--- config.mk ---
export PLATFORM = sky130hd
export DESIGN_NAME = qte_sqrt_cell
export DESIGN_NICKNAME = d
export VERILOG_FILES = /design/src/design/qte_pkg.sv /design/src/design/qte_sqrt_cell.sv
export SDC_FILE = /design/constraint.sdc
export NUM_CORES = 1
export LEC_CHECK = 0
export BUFFER_PORTS_ARGS = -buffer_cell sky130_fd_sc_hd__buf_2
export CORE_UTILIZATION = 53
export CTS_BUF_LIST = sky130_fd_sc_hd__clkbuf_4
export CTS_CLUSTER_SIZE = 10
export DETAILED_ROUTE_END_ITERATION = 10
export HOLD_SLACK_MARGIN = 0.05
export PLACE_DENSITY = 0.8
export SYNTH_ARGS = -nofsm -noshare
export SYNTH_HDL_FRONTEND = slang
export SYNTH_SLANG_ARGS = --single-unit
--- constraint.sdc ---
create_clock -name clk -period 6.3 [get_ports clk]
set_input_delay 0.63 -clock clk [delete_from_list [all_inputs] [get_ports clk]]
set_output_delay 0.63 -clock clk [all_outputs]
set_load 0.1 [all_outputs]
--- src/design/qte_pkg.sv ---
// Shared constants, types and angle table for the quaternion to Euler converter.
`timescale 1ns / 1ps
`default_nettype none

package qte_pkg;

    localparam int COMPONENT_WIDTH = 16;
    localparam int CORDIC_STEPS    = 16;

    // Q.30 products, CORDIC lane data, Q.24 angles and square root widths.
    localparam int QW         = 33;
    localparam int DW         = 36;
    localparam int AW         = 28;
    localparam int SQ_W       = 62;
    localparam int ROOT_W     = 31;
    localparam int SQRT_CELLS = 31;
    localparam int SQ_IDX_W   = 5;
    localparam int STEP_W     = $clog2(CORDIC_STEPS);
    localparam int OUT_W      = 16;

    localparam logic signed [AW-1:0]    ANG_PI_HALF       = AW'(26353589);
    localparam logic signed [AW+1:0]    ANG_TWO_PI        = (AW+2)'(105414357);
    localparam logic signed [OUT_W-1:0] OUT_PI_HALF       = OUT_W'(6434);
    localparam logic signed [OUT_W-1:0] OUT_THREE_PI_HALF = OUT_W'(19302);

    typedef enum logic [1:0] {
        POLE_NONE  = 2'd0,
        POLE_NORTH = 2'd1,
        POLE_SOUTH = 2'd2
    } pole_t;

    typedef struct packed {
        logic signed [DW-1:0] x;
        logic signed [DW-1:0] y;
        logic signed [AW-1:0] z;
    } cordic_t;

    typedef struct packed {
        logic [SQ_W-1:0] rem;
        logic [SQ_W-1:0] root;
    } sqrt_t;

    typedef struct packed {
        logic signed [DW-1:0] a0y;
        logic signed [DW-1:0] a0x;
        logic signed [DW-1:0] a1y;
        logic signed [DW-1:0] a1x;
        logic signed [DW-1:0] s;
        pole_t                pole;
    } side_t;

    // atan(2^-i) in Q.24; beyond the table the angle is 2^(24-i).
    function automatic logic signed [AW-1:0] step_angle(input int i);
        logic signed [AW-1:0] ang;
        unique case (i)
            0:       ang = AW'(13176795);
            1:       ang = AW'(7778716);
            2:       ang = AW'(4110060);
            3:       ang = AW'(2086331);
            4:       ang = AW'(1047214);
            5:       ang = AW'(524117);
            6:       ang = AW'(262123);
            7:       ang = AW'(131069);
            default: ang = (i <= 24) ? (AW'(1) <<< (24 - i)) : '0;
        endcase
        return ang;
    endfunction

endpackage

`default_nettype wire

--- src/design/qte_sqrt_cell.sv ---
// One digit of the restoring integer square root with its output register.
`timescale 1ns / 1ps
`default_nettype none

module qte_sqrt_cell (
    input  wire logic                         clk,
    input  wire logic [qte_pkg::SQ_IDX_W-1:0] k,
    input  wire qte_pkg::sqrt_t               din,
    output qte_pkg::sqrt_t                    dout
);
    import qte_pkg::*;

    logic [SQ_W-1:0] bit_val;
    logic [SQ_W-1:0] trial;
    sqrt_t           cell_next;
    sqrt_t           cell_reg;

    always_comb
    begin
        bit_val = SQ_W'(1) << {k, 1'b0};
        trial   = din.root + bit_val;
        if (din.rem >= trial)
        begin
            cell_next.rem  = din.rem - trial;
            cell_next.root = (din.root >> 1) + bit_val;
        end
        else
        begin
            cell_next.rem  = din.rem;
            cell_next.root = din.root >> 1;
        end
    end

    always_ff @(posedge clk)
    begin
        cell_reg <= cell_next;
    end

    assign dout = cell_reg;

endmodule

`default_nettype wire

* Word-level counts from Yosys, hierarchy flattened
Index checks and enable logic that the tools add are counted.
** Storage, ports and cells
- Input bits :: 130
- Flip-flop bits (word level) :: 124
- Logic and storage cells :: 9
** Operators by class
- Order comparisons :: 1
- $add $sub $neg :: 3
- Multiplexer cells :: 1
- Shifts and indexed selects :: 1
** Operator list (number)
- $mux W124 :: 1
- $add A61 B62 Y62 :: 1
- $add A62 B62 Y62 :: 1
- $ge A62 B62 Y1 :: 1
- $shl A1 B6 Y62 const A :: 1
- $sub A62 B62 Y62 :: 1

* Logic depth before layout (Yosys ltp)
- Word-level depth :: 4
- Depth in mapped cells :: 29

* Worst setup path after synthesis
OpenSTA, ideal clock, no wires.
- Path type :: in2reg
- Start point :: input k[0] in the netlist's numbering
- End point :: register cell_reg, in the netlist dout[93]
- Setup slack :: 94 ps
- Cell stages on the path :: 26
- Data required time :: 6179 ps
- Arrival :: 6086 ps
- Buffers on the path :: 4
- Path through :: buf_2 nand2b_1 buf_1 nor2_1 ha_1 nand4_1 o21ai_0 a31o_2 a21oi_1 o41a_1 nor4_2 o22ai_2 o41ai_4 xnor2_1 ha_1 clkbuf_1 nand4_1 nor3_1 nand3_1 nor3_2 o21ai_1 a21oi_1 nor3b_2 o311ai_2 buf_2 mux2_2
** RTL lines
- from (decl) :: RTL line qte_sqrt_cell.sv:7 : input wire logic [qte_pkg::SQ_IDX_W-1:0] k,
- to (signal assigned) :: RTL line qte_sqrt_cell.sv:36 : cell_reg <= cell_next;
- to (decl) :: RTL line qte_sqrt_cell.sv:16 : sqrt_t cell_reg;

==> key figures <==
Floorplan
  • Ports: 254
  • FP Rows: 56
  • Core area: 0.0235 mm2
  • Die height: 157 um
  • Initial Utilization: 0.541
  • Die ar.: 0.0246 mm2
  • Chip width: between 150 and 200 um

Timing
  • RSZ-0062 raised after global routing: false
  • Slew headroom: 0.349
  • Setup-failing EPs final: 0
  • Minimum clock period: 5.96 ns
  • Hold slack: 0.247 ns
  • FMAX: 168 MHz
  • Final Cycle Share: 0.946
  • Slew Viols, Final: 0
  • Hold Fails Final Rpt: 0
  • Worst-Margin Slew: 0.951 ns

Clocking
  • CTS buffer count: 17
  • Resized cells post-CTS: 0
  • CTS max path bufs: 2
  • CTS Hold Bufs: 0
  • CTS tree: built
  • H-tree lvl count: 4
  • CTS root buf: clkbuf_4
  • Clock transition at path regs: 0.15 ns
  • CTS sink cnt: 124
  • Setup bufs post-CTS: 0

Synth
  • Synth top area share: 0.196
  • Post-synth ARST share: 0
  • Synth Flop Type: dfxtp_1
  • Cell variety after synth: 95
  • Mapped Nets: slightly below 2000
  • Instance count of the mapped netlist: 1728
  • Avg Inst Size Synth: about 7.3 um2
  • Total number of yosys warnings: 0
  • Area contributors post-synth: dfxtp_1 (20%), ha_1 (10%), xnor2_1 (7.3%)
  • Area leader, netlist: dfxtp_1
  • FF+latch count, synth: about 120
  • EDFF count, synth: 0
  • Seq/Total Area, Yosys: 0.196
  • Mapped Area: 0.0127 mm2

Placed design
  • Dpl cell area: approximately 0.015 mm2
  • Port bufs: approximately 250
  • Placed insts: about 2300
  • RD Place Congestion: about 1
  • HPWL Detailed: 35.4 mm

Route
  • DRC viols: 0
  • Post-DRT Antenna Nets: 0
  • Routed len/inst: around 19 um
  • Router iterations before antenna repair: 6
  • Initial DRC Count: 1369
  • Via Count: 14000
  • Routed vias/inst: 6.01
  • Routed wire length: between 40 and 50 mm

Layout
  • Layout cell share with drive strength beyond 1: 0.205
  • Final std cells w/o fill: 2331
  • Largest register FFs: between 100 and 150
  • Cell area after layout: 0.0149 mm2
  • Area grow syn2layout: 17.5%
  • Final net count: 2233
  • Core Util, Final: 0.635

Critical path
  • Slowest CP cell: or4_1
  • Kind of critical path: primary input to flip-flop
  • CP peak stage delay: 0.67 ns
  • CP max FO: 11
  • Crit. End Element: flip-flop
  • Setup crit start kind: primary input
  • Critical Path RT: 6.78 ns
  • Worst path cell trace: buf_2 -> or3b_4 -> buf_4 -> nor2_1 -> ha_1 -> nand2_1 -> nor3_1 -> nor3b_1 -> o2111ai_1 -> and4_1 -> or3_1 -> a211oi_2 -> o21ai_0 -> xor2_1 -> ha_1 -> nand4_1 -> or4_1 -> nor4_1 -> nand3_1 -> a21o_1 -> o311a_2 -> or3_1 -> xnor2_1
  • CP arrival: 6.43 ns

Power
  • Sw frac: 0.546
  • Combinational share of power: 0.568
  • Total leakage power: 6.66 nW
  • Seq pwr share: 0.262
  • Pwr/cell area: 240 mW/mm2
  • Int Pwr: 1.62 mW
  • Worst vdd ir: roughly 0.00016 V
  • Switching pwr: 1.95 mW
  • Clock network power share: 0.170
  • Pwr Total: 3.58 mW

GRT
  • GR Layer Usage met2: 0.519
  • Vias in the first global route: 12700
  • GRT overflow: 0
  • Initial antenna violation count: 1
  • Largest net degree at the start of global routing: 48
  • Busiest layer in global routing: met2
  • Grt met1 use: 0.519
  • Tot GR Track Use: 0.351
  • First-pass GRT wire length: 67.7 mm
  • Grt met3 use: 0.0540

Min path
  • HP Class: primary input to flip-flop

Run status
  • Status: finished, final reports clean

Job
  • Max-cap violations: 0
[power groups by stage]
stage / Clock (mW) / Combinational [mW] / Sequential, mW
floorplan: 0 / 0.666 / 1.85
global placement: 0 / 2.00 / 0.953
detailed placement: 0 / 2.01 / 0.955
CTS: 0.608 / 2.01 / 0.937
global route: 0.647 / 2.14 / 0.949
finish: 0.607 / 2.03 / 0.937
[metrics by stage]
stage,TNS (ns),worst slack (ns)
2_1_floorplan,0,0.0937
3_3_place_gp,-3.89,-0.222
3_5_place_dp,-5.51,-0.206
4_1_cts,0,0.386
5_1_grt,0,0.0313
6_report,0,0.343
[cells in the final DEF, fill, tap and decap left out, drive strengths merged, types with 39 or more instances in the layout]
cell / n
nand4: 39
nand2: 204
xor2: 84
dfxtp: 124
a31oi: 41
inv: 39
a21oi: 176
ha: 106
xnor2: 106
a21o: 55
o21ai: 124
nor2: 183
buf: 328
[per-layer routing]
metal | wire length [um] | part of all wire | up-vias
li1 | - | - | 6789
met1 | 20300 | 0.47 | 6386
met2 | 18200 | 0.42 | 746
met3 | 4040 | 0.093 | 77
met4 | 979 | 0.023 | 0
met5 | 0 | 0 | -
[area by class of cell]
cell class	count	area, um2
Fill cell	2183	8560
Multi-Input combinational cell	1488	9720
Antenna cell	3	7.51
Clock buffer	18	135
Tap cell	319	399
Timing Repair Buffer	328	1880
Sequential cell	124	2480
Clock inverter	14	144
Inverter	37	139
[worst max-delay path, delay by kind of cell]
kind | cells | cell delay, ns
xor gates and xnor gates | 2 | 0.34
buffers and inverters | 2 | 0.32
AOI/OAI and AO/OA | 5 | 1.08
adders and majority gates | 2 | 0.53
and+or+nand+nor | 12 | 3.53
[logic make-up (layout without fill, tap and decap cells)]
| group | after synthesis | after routing | share of synthesized area |
|---|---|---|---|
| buffers and inverters | 116 | 397 | 0.0389 |
| other | 0 | 3 | 0 |
| multiplexers | 5 | 5 | 0.00414 |
| adder cells (fa/ha/maj) | 111 | 111 | 0.109 |
| flip-flops | 124 | 124 | 0.196 |
| AND/OR/NAND/NOR | 626 | 626 | 0.237 |
| AO/OA/AOI/OAI | 556 | 556 | 0.284 |
| XOR/XNOR | 190 | 190 | 0.131 |
[Yosys cell counts, types with 17 or more instances]
cell / n
dfxtp_1: 124
and3_1: 22
xor2_1: 84
buf_2: 17
o21a_1: 18
nand4_1: 39
o21ai_0: 114
nor2_1: 178
a31oi_1: 40
inv_1: 35
ha_1: 106
nand3_1: 36
a21o_1: 55
xnor2_1: 106
o21bai_1: 28
nand2_1: 204
clkbuf_1: 52
and2_1: 18
a21oi_1: 175
nor3_1: 36
[final timing paths]
kind	startpoint	endpoint	slack [ns]	depth (start not counted)
hold / removal	din[68]	dout[68]	0.25	3
setup / recovery	k[4]	dout[17]	0.34	23
Power figures use the tool's default switching activity.
