===== config.mk =====
export PLATFORM = sky130hd
export DESIGN_NAME = qte_cordic_cell
export DESIGN_NICKNAME = d
export VERILOG_FILES = /design/src/design/qte_pkg.sv /design/src/design/qte_cordic_cell.sv
export SDC_FILE = /design/constraint.sdc
export NUM_CORES = 1
export LEC_CHECK = 0
export BUFFER_PORTS_ARGS = -buffer_cell sky130_fd_sc_hd__buf_2
export CAP_MARGIN = 10
export CORE_MARGIN = 1.5
export CORE_UTILIZATION = 35
export CTS_CLUSTER_SIZE = 24
export DETAILED_ROUTE_END_ITERATION = 10
export PLACE_DENSITY_LB_ADDON = 0.2
export RECOVER_POWER = 50
export REMOVE_ABC_BUFFERS = 1
export SLEW_MARGIN = 20
export SYNTH_ARGS = -nofsm -noshare
export SYNTH_HDL_FRONTEND = slang
export SYNTH_SLANG_ARGS = --single-unit

===== constraint.sdc =====
create_clock -name clk -period 12.8 [get_ports clk]
set_input_delay 2.56 -clock clk [delete_from_list [all_inputs] [get_ports clk]]
set_output_delay 2.56 -clock clk [all_outputs]
set_load 0.01 [all_outputs]

===== src/design/qte_pkg.sv =====
// Shared constants, types and angle table for the quaternion to Euler converter.
`timescale 1ns / 1ps
`default_nettype none

package qte_pkg;

    localparam int COMPONENT_WIDTH = 16;
    localparam int CORDIC_STEPS    = 16;

    // Q.30 products, CORDIC lane data, Q.24 angles and square root widths.
    localparam int QW         = 33;
    localparam int DW         = 36;
    localparam int AW         = 28;
    localparam int SQ_W       = 62;
    localparam int ROOT_W     = 31;
    localparam int SQRT_CELLS = 31;
    localparam int SQ_IDX_W   = 5;
    localparam int STEP_W     = $clog2(CORDIC_STEPS);
    localparam int OUT_W      = 16;

    localparam logic signed [AW-1:0]    ANG_PI_HALF       = AW'(26353589);
    localparam logic signed [AW+1:0]    ANG_TWO_PI        = (AW+2)'(105414357);
    localparam logic signed [OUT_W-1:0] OUT_PI_HALF       = OUT_W'(6434);
    localparam logic signed [OUT_W-1:0] OUT_THREE_PI_HALF = OUT_W'(19302);

    typedef enum logic [1:0] {
        POLE_NONE  = 2'd0,
        POLE_NORTH = 2'd1,
        POLE_SOUTH = 2'd2
    } pole_t;

    typedef struct packed {
        logic signed [DW-1:0] x;
        logic signed [DW-1:0] y;
        logic signed [AW-1:0] z;
    } cordic_t;

    typedef struct packed {
        logic [SQ_W-1:0] rem;
        logic [SQ_W-1:0] root;
    } sqrt_t;

    typedef struct packed {
        logic signed [DW-1:0] a0y;
        logic signed [DW-1:0] a0x;
        logic signed [DW-1:0] a1y;
        logic signed [DW-1:0] a1x;
        logic signed [DW-1:0] s;
        pole_t                pole;
    } side_t;

    // atan(2^-i) in Q.24; beyond the table the angle is 2^(24-i).
    function automatic logic signed [AW-1:0] step_angle(input int i);
        logic signed [AW-1:0] ang;
        unique case (i)
            0:       ang = AW'(13176795);
            1:       ang = AW'(7778716);
            2:       ang = AW'(4110060);
            3:       ang = AW'(2086331);
            4:       ang = AW'(1047214);
            5:       ang = AW'(524117);
            6:       ang = AW'(262123);
            7:       ang = AW'(131069);
            default: ang = (i <= 24) ? (AW'(1) <<< (24 - i)) : '0;
        endcase
        return ang;
    endfunction

endpackage

`default_nettype wire


===== src/design/qte_cordic_cell.sv =====
// One vectoring CORDIC iteration with its output register.
`timescale 1ns / 1ps
`default_nettype none

module qte_cordic_cell (
    input  wire logic                       clk,
    input  wire logic [qte_pkg::STEP_W-1:0] step,
    input  wire qte_pkg::cordic_t           din,
    output qte_pkg::cordic_t                dout
);
    import qte_pkg::*;

    logic signed [DW-1:0] x_in;
    logic signed [DW-1:0] y_in;
    logic signed [DW-1:0] dx;
    logic signed [DW-1:0] dy;
    logic signed [AW-1:0] ang;
    cordic_t              cell_next;
    cordic_t              cell_reg;

    always_comb
    begin
        x_in      = din.x;
        y_in      = din.y;
        dx        = x_in >>> step;
        dy        = y_in >>> step;
        ang       = step_angle(int'(step));
        cell_next = din;
        priority if (y_in > 0)
        begin
            cell_next.x = x_in + dy;
            cell_next.y = y_in - dx;
            cell_next.z = din.z + ang;
        end
        else if (y_in < 0)
        begin
            cell_next.x = x_in - dy;
            cell_next.y = y_in + dx;
            cell_next.z = din.z - ang;
        end
        else
        begin
            // A vector already on the axis passes through unchanged.
            cell_next = din;
        end
    end

    always_ff @(posedge clk)
    begin
        cell_reg <= cell_next;
    end

    assign dout = cell_reg;

endmodule

`default_nettype wire


# Word-level counts from Yosys, hierarchy flattened
# Cells that the tools add are included.
[word_totals] regBits=100 in_bits=105 elab_cells=26
[op_classes] n_addsub=7 magnitude_cmp=2 n_eq_ne=7 n_shift=3 muxes=3 n_reduce_logical=1
[ops] cell="$pmux W28 S8" n=1
[ops] cell="$mux W100" n=2
[ops] cell="$add A36 B36 Y36" n=2
[ops] cell="$sshr A36 B4 Y36" n=2
[ops] cell="$sub A36 B36 Y36" n=2
[ops] cell="$gt A36 B1 Y1 const B" n=1
[ops] cell="$lt A36 B1 Y1 const B" n=1
[ops] cell="$sshl A1 B32 Y28 const A" n=1
[ops] cell="$add A28 B28 Y28" n=1
[ops] cell="$sub A28 B28 Y28" n=1
[ops] cell="$eq A4 B3 Y1 const B" n=4
[ops] cell="$eq A4 B2 Y1 const B" n=2
[ops] cell="$sub A5 B4 Y6 const A" n=1
[ops] cell="$eq A4 B1 Y1 const B" n=1
[ops] cell="$logic_not A4 Y1" n=1

# Depth between registers and ports, before layout
# Gate-level depths: netlist (run 1).
[logic_depth] word_depth=6 mapped_depth=23 depth_no_buf=20

# Worst setup path after synthesis (run 1)
# OpenSTA, ideal clock, no wires.
[synth_timing] path_type="in2reg" startpoint="input step[0] (netlist bit)" endpoint="register cell_reg, in the netlist dout[98]" t_arrival_ns=7.221 path_slack_ns=5.503 cell_stages=19 path_cell_list="buf_1 clkbuf_1 mux4_2 nand2_1 nand3_1 o21ai_0 ha_1 clkbuf_1 or4_1 a2111oi_0 o31ai_1 nand4_1 nand3_1 a31oi_1 a21oi_1 a211oi_1 mux2i_1 a41oi_1 o22ai_1"
[synth_rtl] element="start: declaration" line_no="qte_cordic_cell.sv:7" rtl="input wire logic [qte_pkg::STEP_W-1:0] step,"
[synth_rtl] element="end signal: assignment" line_no="qte_cordic_cell.sv:50" rtl="cell_reg <= cell_next;"
[synth_rtl] element="end: declaration" line_no="qte_cordic_cell.sv:19" rtl="cordic_t cell_reg;"

==> metrics.txt, run 1 <==
Cell variety after synth=75; Post-DRT Antenna Nets=0; endpoints failing setup=0; drc violations=0; Clock Path Buffers=2; Leakage=8.11 nW; top cell type's share of synthesized area=15.2%; unrepaired setup endpoints after global routing=false; Initial Utilization=35.4%; Fin Hold WS=2.34 ns; GR Util All Layers=23.7%; share of layout cells above drive strength 1=9.45%; ant diodes=0; largest net degree at the start of global routing=96; WL/cell=19.4 microns; Sink Count=100; Sw Share=47.3%; setup TNS=0 ns; Hold Vio Cnt, Final=0; Worst EP arrival=8.43 ns; Max rail drop VDD=0.0000657 V; Mapped Area=0.0168 sq mm; Die Ht=222 microns; Area Overhead vs Synth=8.94%; Die X=222 microns; crit path from=step[1]; port bufs=204; Hold Path Class=in2reg; Initial DRT Pass Iterations=6; Tcrit/Tclk final=63.3%; maxcap violations=0; initial antenna violation count=3; Yosys top cell by area=ha_1; FMAX=123 MHz; Slew Viols, Final=0; syn avg cell area=7.06 sq um; number of global-route vias before repair=16700; DRT iter0 DRCs=1297; hold buffers post-CTS=0; clock share of power=14.9%; Power Internal=1.01 mW; CTS root buf=clkbuf_16; CTS tree=done; Final Non-Filler Cells=3081; CTS buffer count=9; FF+latch area=0.00200 sq mm; worst slew pin tran=0.890 ns; status=completed; synth warn=0; Tmin final=8.11 ns; share of the yosys chip area belonging to registers=11.9%; Post-synth EDFFs=0; drt via density=5.66; combinational power share=62.3%; PwrDens=104 mW/mm^2; RePlAce Congestion=0.921; core footprint=0.0475 sq mm; Placed Cells=3065; share of power burned in registers=22.7%; row count=80; relative slew slack=40.4%; Worst Setup Start Kind=input pin; number of setup buffers added after CTS=0; I/O pin total=205; CP Capture Point=dout[97]$_DFF_P_; WS Path Type=in2reg; Synth Register Bits=100; top_reg_cell synth=dfxtp_1; full die area=0.0494 sq mm; crit-path max FO=53; Filler Cell Count=5077; Net Switching=903 uW; post-synthesis async set-or-reset flop share=0%; cell count after synthesis=2381; WL final=59700 microns; max reg flops=100; wire length of the first global-routing pass=92600 microns; GR Overflow Total=0; Final HPWL DP=47200 microns; Synth area leaders=ha_1, dfxtp_1, a21oi_1, xnor2_1, nor2_1; post-CTS resize count=0; Power Total=1.91 mW; CP Data Required Time=13.12 ns; H-tree level count=3; CTS clock-pin slew for the worst setup and hold paths=0.09 ns; multi-input logic area=0.0135 sq mm; via count=17400; Final Util=38.5%; crit end category=register; fin nets=2776
## worst min-delay path by stage
stage               slack (ns)          endpoint     from  cells after the start
floorplan                 2.65  dout[12]$_DFF_P_  din[63]                      1
global placement          2.76  dout[27]$_DFF_P_  din[27]                      2
detailed placement        2.76  dout[27]$_DFF_P_  din[27]                      2
CTS                       2.32  dout[27]$_DFF_P_  din[27]                      2
global route              2.35  dout[27]$_DFF_P_  din[27]                      2
finish                    2.34  dout[27]$_DFF_P_  din[27]                      2
## power groups by stage
stage	clock network (mW)	logic, mW	registers (mW)
after detailed placement	0	1.20	0.437
after global routing	0.306	1.32	0.442
after floorplan	0	0.787	0.478
after global placement	0	1.20	0.438
after CTS	0.296	1.21	0.432
final	0.285	1.19	0.434
## routing by layer
metal / GRT usage [%] / vias to the layer above / wire length [microns]
li1: - / 8543 / -
met1: 31.8 / 8277 / 27900
met2: 38.7 / 520 / 27000
met3: 2.95 / 81 / 3170
met4: 8.90 / 6 / 1660
met5: 0 / - / 35
## metrics by stage
stage / worst slack (ns) / instance area [sq um]
CTS: 4.73 / 18400
floorplan: 5.66 / 16200
global route: 4.34 / 18300
detailed placement: 4.32 / 18200
finish: 4.69 / 18300
global placement: 4.40 / 18100
## cell type report
cell class                      count  share of cell area, %
Clock buffer                       11                   1.33
Clock inverter                      5                  0.191
Inverter                          190                   3.89
Multi-Input combinational cell   1941                   73.9
Sequential cell                   100                   10.9
Tap cell                          615                   4.20
Timing Repair Buffer              219                   5.60
## layout by cell type (no fill, tap or decap), types with 46 or more instances in the layout
| cell | n |
|---|---|
| a21oi_1 | 264 |
| nor2_1 | 245 |
| nand2_1 | 214 |
| ha_1 | 204 |
| inv_1 | 187 |
| o21ai_0 | 163 |
| xnor2_1 | 121 |
| clkbuf_1 | 101 |
| dfxtp_1 | 100 |
| buf_2 | 100 |
| mux2i_1 | 48 |
| nor3_1 | 46 |
## critical path, stage by stage
cell and delay, ns:
buf_4 0.35, buf_4 0.65, mux2_2 0.43, mux2i_1 0.20, nor2_1 0.06, a31o_2 0.23
o21ai_0 0.34, ha_1 0.40, o21a_1 0.15, o31a_1 0.12, o31ai_1 0.49, a21oi_1 0.19
a21oi_1 0.45, o31ai_1 0.19, and2_1 0.26, a311oi_1 0.62, nor2_1 0.08, o32ai_1 0.31
a2bb2oi_1 0.30
## cell usage after synthesis, types with 9 or more instances
cell type	instances
nor3_1	46
a211oi_1	36
inv_1	189
clkbuf_1	131
o22ai_1	34
xnor2_1	121
a21oi_1	264
o211ai_1	14
mux2i_1	48
o31ai_1	25
or2_2	18
nand2b_1	31
a31o_2	12
nor4_1	14
nand4_1	9
nand2_1	215
o21ai_0	163
o21a_1	28
nor2b_1	22
a21o_1	43
a31oi_1	21
and2_1	10
buf_1	20
mux2_2	20
nand3_1	40
and3_1	10
or3_1	10
ha_1	204
dfxtp_1	100
nor2_1	245
xor2_1	28
mux4_2	38
o21bai_1	41
## logic make-up (layout without fill, tap and decap cells)
| kind of cell | Yosys count | count (layout) | share of synthesized area, % |
|---|---|---|---|
| muxes | 106 | 106 | 9.29 |
| DFF | 100 | 100 | 11.9 |
| xor gates and xnor gates | 149 | 149 | 7.76 |
| other | 2 | 7 | 0.0447 |
| AOI/OAI and AO/OA | 769 | 769 | 28.4 |
| adders and majority gates | 210 | 210 | 15.9 |
| and+or+nand+nor | 700 | 700 | 18.9 |
| buffers and inverters | 345 | 425 | 7.77 |
(Power assumes the default switching activity.)
==> run 2: changes to the inputs <==
--- a/config.mk
+++ b/config.mk
@@ -5,6 +5,7 @@
 export SDC_FILE = /design/constraint.sdc
 export NUM_CORES = 1
 export LEC_CHECK = 0
+export ABC_AREA = 1
 export BUFFER_PORTS_ARGS = -buffer_cell sky130_fd_sc_hd__buf_2
 export CAP_MARGIN = 10
 export CORE_MARGIN = 1.5
==> constraint.sdc (replaced) <==
create_clock -name clk -period 7.3 [get_ports clk]
set_input_delay 1.46 -clock clk [delete_from_list [all_inputs] [get_ports clk]]
set_output_delay 1.46 -clock clk [all_outputs]
set_load 0.01 [all_outputs]
==> metrics.txt, run 2 <==
status=completed (unchanged); crit-path max FO=32 (was 53); port bufs=204 (unchanged); Final HPWL DP=70800 microns (was 47200 microns); post-CTS resize count=0 (unchanged); syn avg cell area=5.41 sq um (was 7.06 sq um); Slew Viols, Final=0 (unchanged); Cell variety after synth=58 (was 75); GR Overflow Total=0 (unchanged); highest-count cells in the layout ignoring fill and taps=nand2_1, inv_1, nor2_1 (was a21oi_1, nor2_1, nand2_1); CP Buf/Inv Count=4 (was 2); H-tree level count=3 (unchanged); Post-DRT Antenna Nets=0 (unchanged); Max rail drop VDD=0.000147 V (was 0.0000657 V); via count=24300 (was 17400); core footprint=0.0566 sq mm (was 0.0475 sq mm); largest net degree at the start of global routing=67 (was 96); cell count after synthesis=3719 (was 2381); crit path from=step[0] (was step[1]); Worst Setup Start Kind=input pin (unchanged); Crit path max-delay family=simple AND/OR/NAND/NOR gates (was compound AO/OA/AOI/OAI gates); most frequent cell after synthesis=nand2_1 (was a21oi_1); Net Switching=1.95 mW (was 903 uW); Sink Count=100 (unchanged); Crit path top cell by count=nand2_1; endpoints failing setup=0 (unchanged); Power Total=3.59 mW (was 1.91 mW); Tcrit/Tclk final=68.1%; clock share of power=14.1% (was 14.9%); Synth area leaders=nand2_1, ha_1, dfxtp_1, inv_1, nand3_1 (was ha_1, dfxtp_1, a21oi_1, xnor2_1, nor2_1); Post-synth top cells=nand2_1, inv_1, nor2_1 (was a21oi_1, nor2_1, nand2_1); Hold Vio Cnt, Final=0 (unchanged); drc violations=0 (unchanged); number of setup buffers added after CTS=0 (unchanged); Hold Path Class=in2reg (unchanged); post-synthesis async set-or-reset flop share=0% (unchanged); WL/cell=18.6 microns (was 19.4 microns); CTS tree=done (unchanged); Mapped Area=0.0201 sq mm (was 0.0168 sq mm); Worst EP arrival=5.28 ns (was 8.43 ns); FMAX=201 MHz; top cell type's share of synthesized area=20.9% (was 15.2%); combinational power share=65.8% (was 62.3%); share of the yosys chip area belonging to registers=9.95% (was 11.9%); maxcap violations=0 (unchanged); number of global-route vias before repair=22500 (was 16700); Synth Register Bits=100 (unchanged); CTS root buf=clkbuf_16 (unchanged); CTS clock-pin slew for the worst setup and hold paths=0.08 ns (was 0.09 ns); CP max stage cell=fa_1 (was buf_4); Sw Share=54.4% (was 47.3%); Die Ht=243 microns (was 222 microns); WL final=85500 microns (was 59700 microns); Initial DRT Pass Iterations=8 (was 6); crit end category=register (unchanged); Clock Path Buffers=2 (unchanged); Yosys top cell by area=nand2_1 (was ha_1); PwrDens=165 mW/mm^2 (was 104 mW/mm^2); full die area=0.0589 sq mm (was 0.0494 sq mm); Leakage=11.2 nW (was 8.11 nW); unrepaired setup endpoints after global routing=false (unchanged); row count=87 (was 80); Power Internal=1.64 mW (was 1.01 mW); setup TNS=0 ns (unchanged); fin nets=4155 (was 2776); CP Data Required Time=7.61 ns (was 13.12 ns); sequence of cells on the critical path=buf_4 > inv_2 > o21ai_1 > nand2_1 > o21ai_0 > inv_1 > nand2_1 > o21ai_1 > a21oi_1 > o221ai_1 > ha_1 > fa_1 > inv_1 > nand3_1 > nand2_1 > nand2_1 > o211ai_1 > nand3_1 > nand2_1 > nand2_1 > nand2_1 > nand2_1 > nand3_1 > nand2_1 (was buf_4 > buf_4 > mux2_2 > mux2i_1 > nor2_1 > a31o_2 > o21ai_0 > ha_1 > o21a_1 > o31a_1 > o31ai_1 > a21oi_1 > a21oi_1 > o31ai_1 > and2_1 > a311oi_1 > nor2_1 > o32ai_1 > a2bb2oi_1); Post-synth EDFFs=0 (unchanged); Final Util=38.4% (was 38.5%); top_reg_cell synth=dfxtp_1 (unchanged); hold buffers post-CTS=0 (unchanged); CP Capture Point=dout[52]$_DFF_P_ (was dout[97]$_DFF_P_); initial antenna violation count=2 (was 3); Area Overhead vs Synth=7.95% (was 8.94%); synth warn=0 (unchanged); DRT iter0 DRCs=2369 (was 1297); share of power burned in registers=20.1% (was 22.7%); drt via density=5.28 (was 5.66); Fin Hold WS=1.32 ns (was 2.34 ns); CTS buffer count=9 (unchanged); Die X=243 microns (was 222 microns); max reg flops=100 (unchanged); stages on the worst setup path=24 (was 19); Tmin final=4.97 ns; share of layout cells above drive strength 1=5.88% (was 9.45%); GR Util All Layers=28.2% (was 23.7%); wire length of the first global-routing pass=129000 microns (was 92600 microns); worst slew pin tran=1.14 ns (was 0.890 ns); relative slew slack=24.2% (was 40.4%); commonest non-fill, non-tap cell in the layout=nand2_1 (was a21oi_1); WS Path Type=in2reg (unchanged); Initial Utilization=35.5% (was 35.4%); RePlAce Congestion=0.977 (was 0.921); I/O pin total=205 (unchanged); crit-path max cell delay=0.50 ns (was 0.65 ns)
run 2: changes by cell type after synthesis, moves of 31 or more:
cell      delta
a21o_1      -38
buf_2       +40
clkbuf_1   -106
inv_1      +307
mux4_2      -38
nand2_1    +903
nand2b_1    -31
nand3_1    +313
nand4_1     +31
nor2_1     +113
o21ai_0     +89
o21ai_1     +74
xnor2_1    -118
run 2: logic make-up after synthesis:
logic type	count (synthesis)	share of synthesized area [%]
compound gates	730	20.0
xor+xnor	34	1.48
fa+ha+maj	210	13.3
buf+inv	636	13.0
flops	100	9.95
mux	18	0.895
other cells	2	0.0373
simple gates	1989	41.3
run 2: worst min path at each step:
stage | startpoint | slack (ns) | depth (start not counted) | to
3_5_place_dp | din[1] | 1.73 | 3 | dout[1]$_DFF_P_
6_report | din[26] | 1.32 | 3 | dout[26]$_DFF_P_
5_1_grt | din[15] | 1.33 | 3 | dout[15]$_DFF_P_
4_1_cts | din[1] | 1.29 | 3 | dout[1]$_DFF_P_
2_1_floorplan | din[63] | 1.56 | 2 | dout[40]$_DFF_P_
3_3_place_gp | din[26] | 1.72 | 3 | dout[26]$_DFF_P_
run 2: power groups by stage:
stage | sequential [mW] | combinational [mW] | clock [mW]
after floorplan | 0.799 | 1.47 | 0
after global placement | 0.732 | 2.35 | 0
after detailed placement | 0.732 | 2.34 | 0
after CTS | 0.721 | 2.36 | 0.527
after global routing | 0.733 | 2.61 | 0.546
final | 0.721 | 2.36 | 0.507
run 2: stage by stage:
step / worst slack [ns] / std cells / cell area [sq um]
finish: 2.33 / 4604 / 21700
global route: 1.97 / 4602 / 21700
CTS: 2.40 / 4601 / 21800
detailed placement: 1.95 / 4585 / 21600
global placement: 1.92 / 4585 / 21600
floorplan: 2.91 / 3613 / 19500
run 2: area by class of cell:
cell class | count | area [sq um]
flip-flops and latches | 100 | 2000
multi-input cells | 2988 | 15500
well taps | 756 | 946
repair buffers | 216 | 991
fillers | 6684 | 34900
clock inverters | 5 | 37.5
diodes | 3 | 7.51
inverters | 525 | 1970
clock buffers | 11 | 243
run 2: per-layer routing:
layer / vias to the layer above / track usage, % / routed length (microns)
met2: 899 / 46.9 / 39000
met4: 2 / 10.7 / 2930
met3: 138 / 3.05 / 5420
met1: 11000 / 37.4 / 38100
met5: - / 0 / 12
li1: 12300 / - / -
==> run 3: changes to the inputs <==
==> constraint.sdc (replaced) <==
create_clock -name clk -period 4.1 [get_ports clk]
set_input_delay 0.82 -clock clk [delete_from_list [all_inputs] [get_ports clk]]
set_output_delay 0.82 -clock clk [all_outputs]
set_load 0.01 [all_outputs]
==> metrics.txt, run 3 (same netlist as run 2, synthesis figures left out) <==
port bufs=204 (unchanged); worst slew pin tran=0.741 ns (was 1.14 ns); post-CTS resize count=0 (unchanged); clock share of power=13.8% (was 14.1%); Power Total=7.03 mW (was 3.59 mW); multi-input logic area=0.0155 sq mm (unchanged); FMAX=266 MHz; wire length of the first global-routing pass=134000 microns (was 129000 microns); drt via density=5.20 (was 5.28); drc violations=0 (unchanged); relative slew slack=50.6% (was 24.2%); full die area=0.0589 sq mm (unchanged); sequence of cells on the critical path=buf_4 > buf_12 > nand2_1 > and2_1 > o21ai_0 > nand2_1 > o21ai_0 > nand2_1 > and2_1 > ha_1 > nand2_1 > nor2_1 > a21oi_1 > o21ai_1 > nand2_1 > nand2_1 > nand2_1 > nand3_1 > nand2_1 (was buf_4 > inv_2 > o21ai_1 > nand2_1 > o21ai_0 > inv_1 > nand2_1 > o21ai_1 > a21oi_1 > o221ai_1 > ha_1 > fa_1 > inv_1 > nand3_1 > nand2_1 > nand2_1 > o211ai_1 > nand3_1 > nand2_1 > nand2_1 > nand2_1 > nand2_1 > nand3_1 > nand2_1); Die Ht=243 microns (unchanged); setup TNS=0 ns (unchanged); maxcap violations=0 (unchanged); dpl cell area=0.0239 sq mm (was 0.0216 sq mm); Tcrit/Tclk final=91.8%; Hold Vio Cnt, Final=0 (unchanged); PwrDens=292 mW/mm^2 (was 165 mW/mm^2); CTS tree=done (unchanged); unrepaired setup endpoints after global routing=false (unchanged); Slew Viols, Final=0 (unchanged); Worst EP arrival=4.07 ns (was 5.28 ns); Final HPWL DP=75100 microns (was 70800 microns); combinational power share=67.9% (was 65.8%); Leakage=12.6 nW (was 11.2 nW); largest net degree at the start of global routing=59 (was 67); H-tree level count=3 (unchanged); CTS root buf=clkbuf_16 (unchanged); share of power burned in registers=18.3% (was 20.1%); number of setup buffers added after CTS=0 (unchanged); fin nets=4447 (was 4155); CTS clock-pin slew for the worst setup and hold paths=0.08 ns (about the same); share of layout cells above drive strength 1=12.5% (was 5.88%); GR Util All Layers=29.3% (was 28.2%); Filler Cell Count=6586 (was 6684); crit end category=register (unchanged); crit path from=step[0] (unchanged); Net Switching=3.62 mW (was 1.95 mW); commonest non-fill, non-tap cell in the layout=nand2_1 (unchanged); RePlAce Congestion=0.991 (was 0.977); HP Start=din[26] (unchanged); Max rail drop VDD=0.000248 V (was 0.000147 V); Post-DRT Antenna Nets=0 (unchanged); Initial Utilization=35.5% (unchanged); hold buffers post-CTS=0 (unchanged); Sw Share=51.4% (was 54.4%); crit-path max FO=58 (was 32); row count=87 (unchanged); endpoints failing setup=0 (unchanged); CTS buffer count=9 (unchanged); Sink Count=100 (unchanged); crit-path max cell delay=0.41 ns (was 0.50 ns); Crit path top cell by count=nand2_1 (unchanged); CP max stage cell=ha_1 (was fa_1); Tmin final=3.77 ns; WL final=88800 microns (was 85500 microns); core footprint=0.0566 sq mm (unchanged); Die X=243 microns (unchanged); Final Cell Area=0.0241 sq mm (was 0.0217 sq mm); FF+latch area=0.00200 sq mm (unchanged); Initial DRT Pass Iterations=7 (was 8); highest-count cells in the layout ignoring fill and taps=nand2_1, inv_1, nor2_1 (unchanged); CP Data Required Time=4.40 ns (was 7.61 ns); Power Internal=3.42 mW (was 1.64 mW); DRT iter0 DRCs=2453 (was 2369); I/O pin total=205 (unchanged); GR Overflow Total=0 (unchanged); initial antenna violation count=3 (was 2); Worst Setup Start Kind=input pin (unchanged); via count=25500 (was 24300); max reg flops=100 (unchanged); Area Overhead vs Synth=19.6% (was 7.95%); WS Path Type=in2reg (unchanged); Hold Path Class=in2reg (unchanged); status=completed (unchanged); Clock Path Buffers=2 (unchanged); number of global-route vias before repair=23400 (was 22500); WL/cell=18.1 microns (was 18.6 microns)
[run 3: changes by cell type in the layout (fill, tap and decap cells not counted)]
cell       delta
clkinv_2      -1
bufinv_16     +1
clkinv_4      -1
diode_2       +4
buf_12       +11
buf_4       +281
inv_6         +1
clkbuf_8      -1
[run 3: worst paths after layout]
| path | end | slack, ns | depth (start not counted) |
|---|---|---|---|
| setup / recovery | dout[51]$_DFF_P_ | 0.33 | 19 |
| hold / removal | dout[26]$_DFF_P_ | 0.65 | 3 |
[run 3: final cells by class]
class	count	share of cell area, %
Multi-Input combinational cell	2988	64.5
Antenna cell	7	0.0728
Clock inverter	5	0.260
Tap cell	756	3.93
Clock buffer	10	0.951
Sequential cell	100	8.32
Inverter	525	8.19
Timing Repair Buffer	508	13.8
[run 3: stage by stage]
| step | hold WS (ns) | cells | util (%) | worst slack, ns |
|---|---|---|---|---|
| after global routing | 0.673 | 4893 | 42.5 | 0.0253 |
| after floorplan | 0.923 | 3613 | - | 0.347 |
| final | 0.650 | 4899 | 42.5 | 0.335 |
| after CTS | 0.637 | 4892 | 42.7 | 0.429 |
| after detailed placement | 1.08 | 4877 | 42.2 | -0.0121 |
| after global placement | 1.08 | 4877 | 42.2 | -0.0424 |
[run 3: power by group through the flow]
stage | Combinational (mW) | Clock [mW] | Sequential, mW
after floorplan | 2.61 | 0 | 1.42
after global placement | 4.76 | 0 | 1.31
after detailed placement | 4.75 | 0 | 1.31
after CTS | 4.77 | 1.00 | 1.29
after global routing | 5.25 | 1.04 | 1.31
final | 4.77 | 0.971 | 1.29
[run 3: worst max-delay path: cells and delay by family]
family,cells,cell delay (ns)
buffers and inverters,2,0.43
and+or+nand+nor,12,1.48
AOI/OAI and AO/OA,4,0.90
adders and majority gates,1,0.41
[run 3: per-layer routing]
layer / routed length [microns] / GRT usage (%) / up-vias / part of all wire [%]
li1: - / - / 12900 / -
met1: 39800 / 38.6 / 11400 / 45
met2: 40300 / 49.1 / 992 / 45
met3: 5750 / 3.27 / 142 / 6.5
met4: 2950 / 10.3 / 2 / 3.3
met5: 13 / 0 / - / 0.015
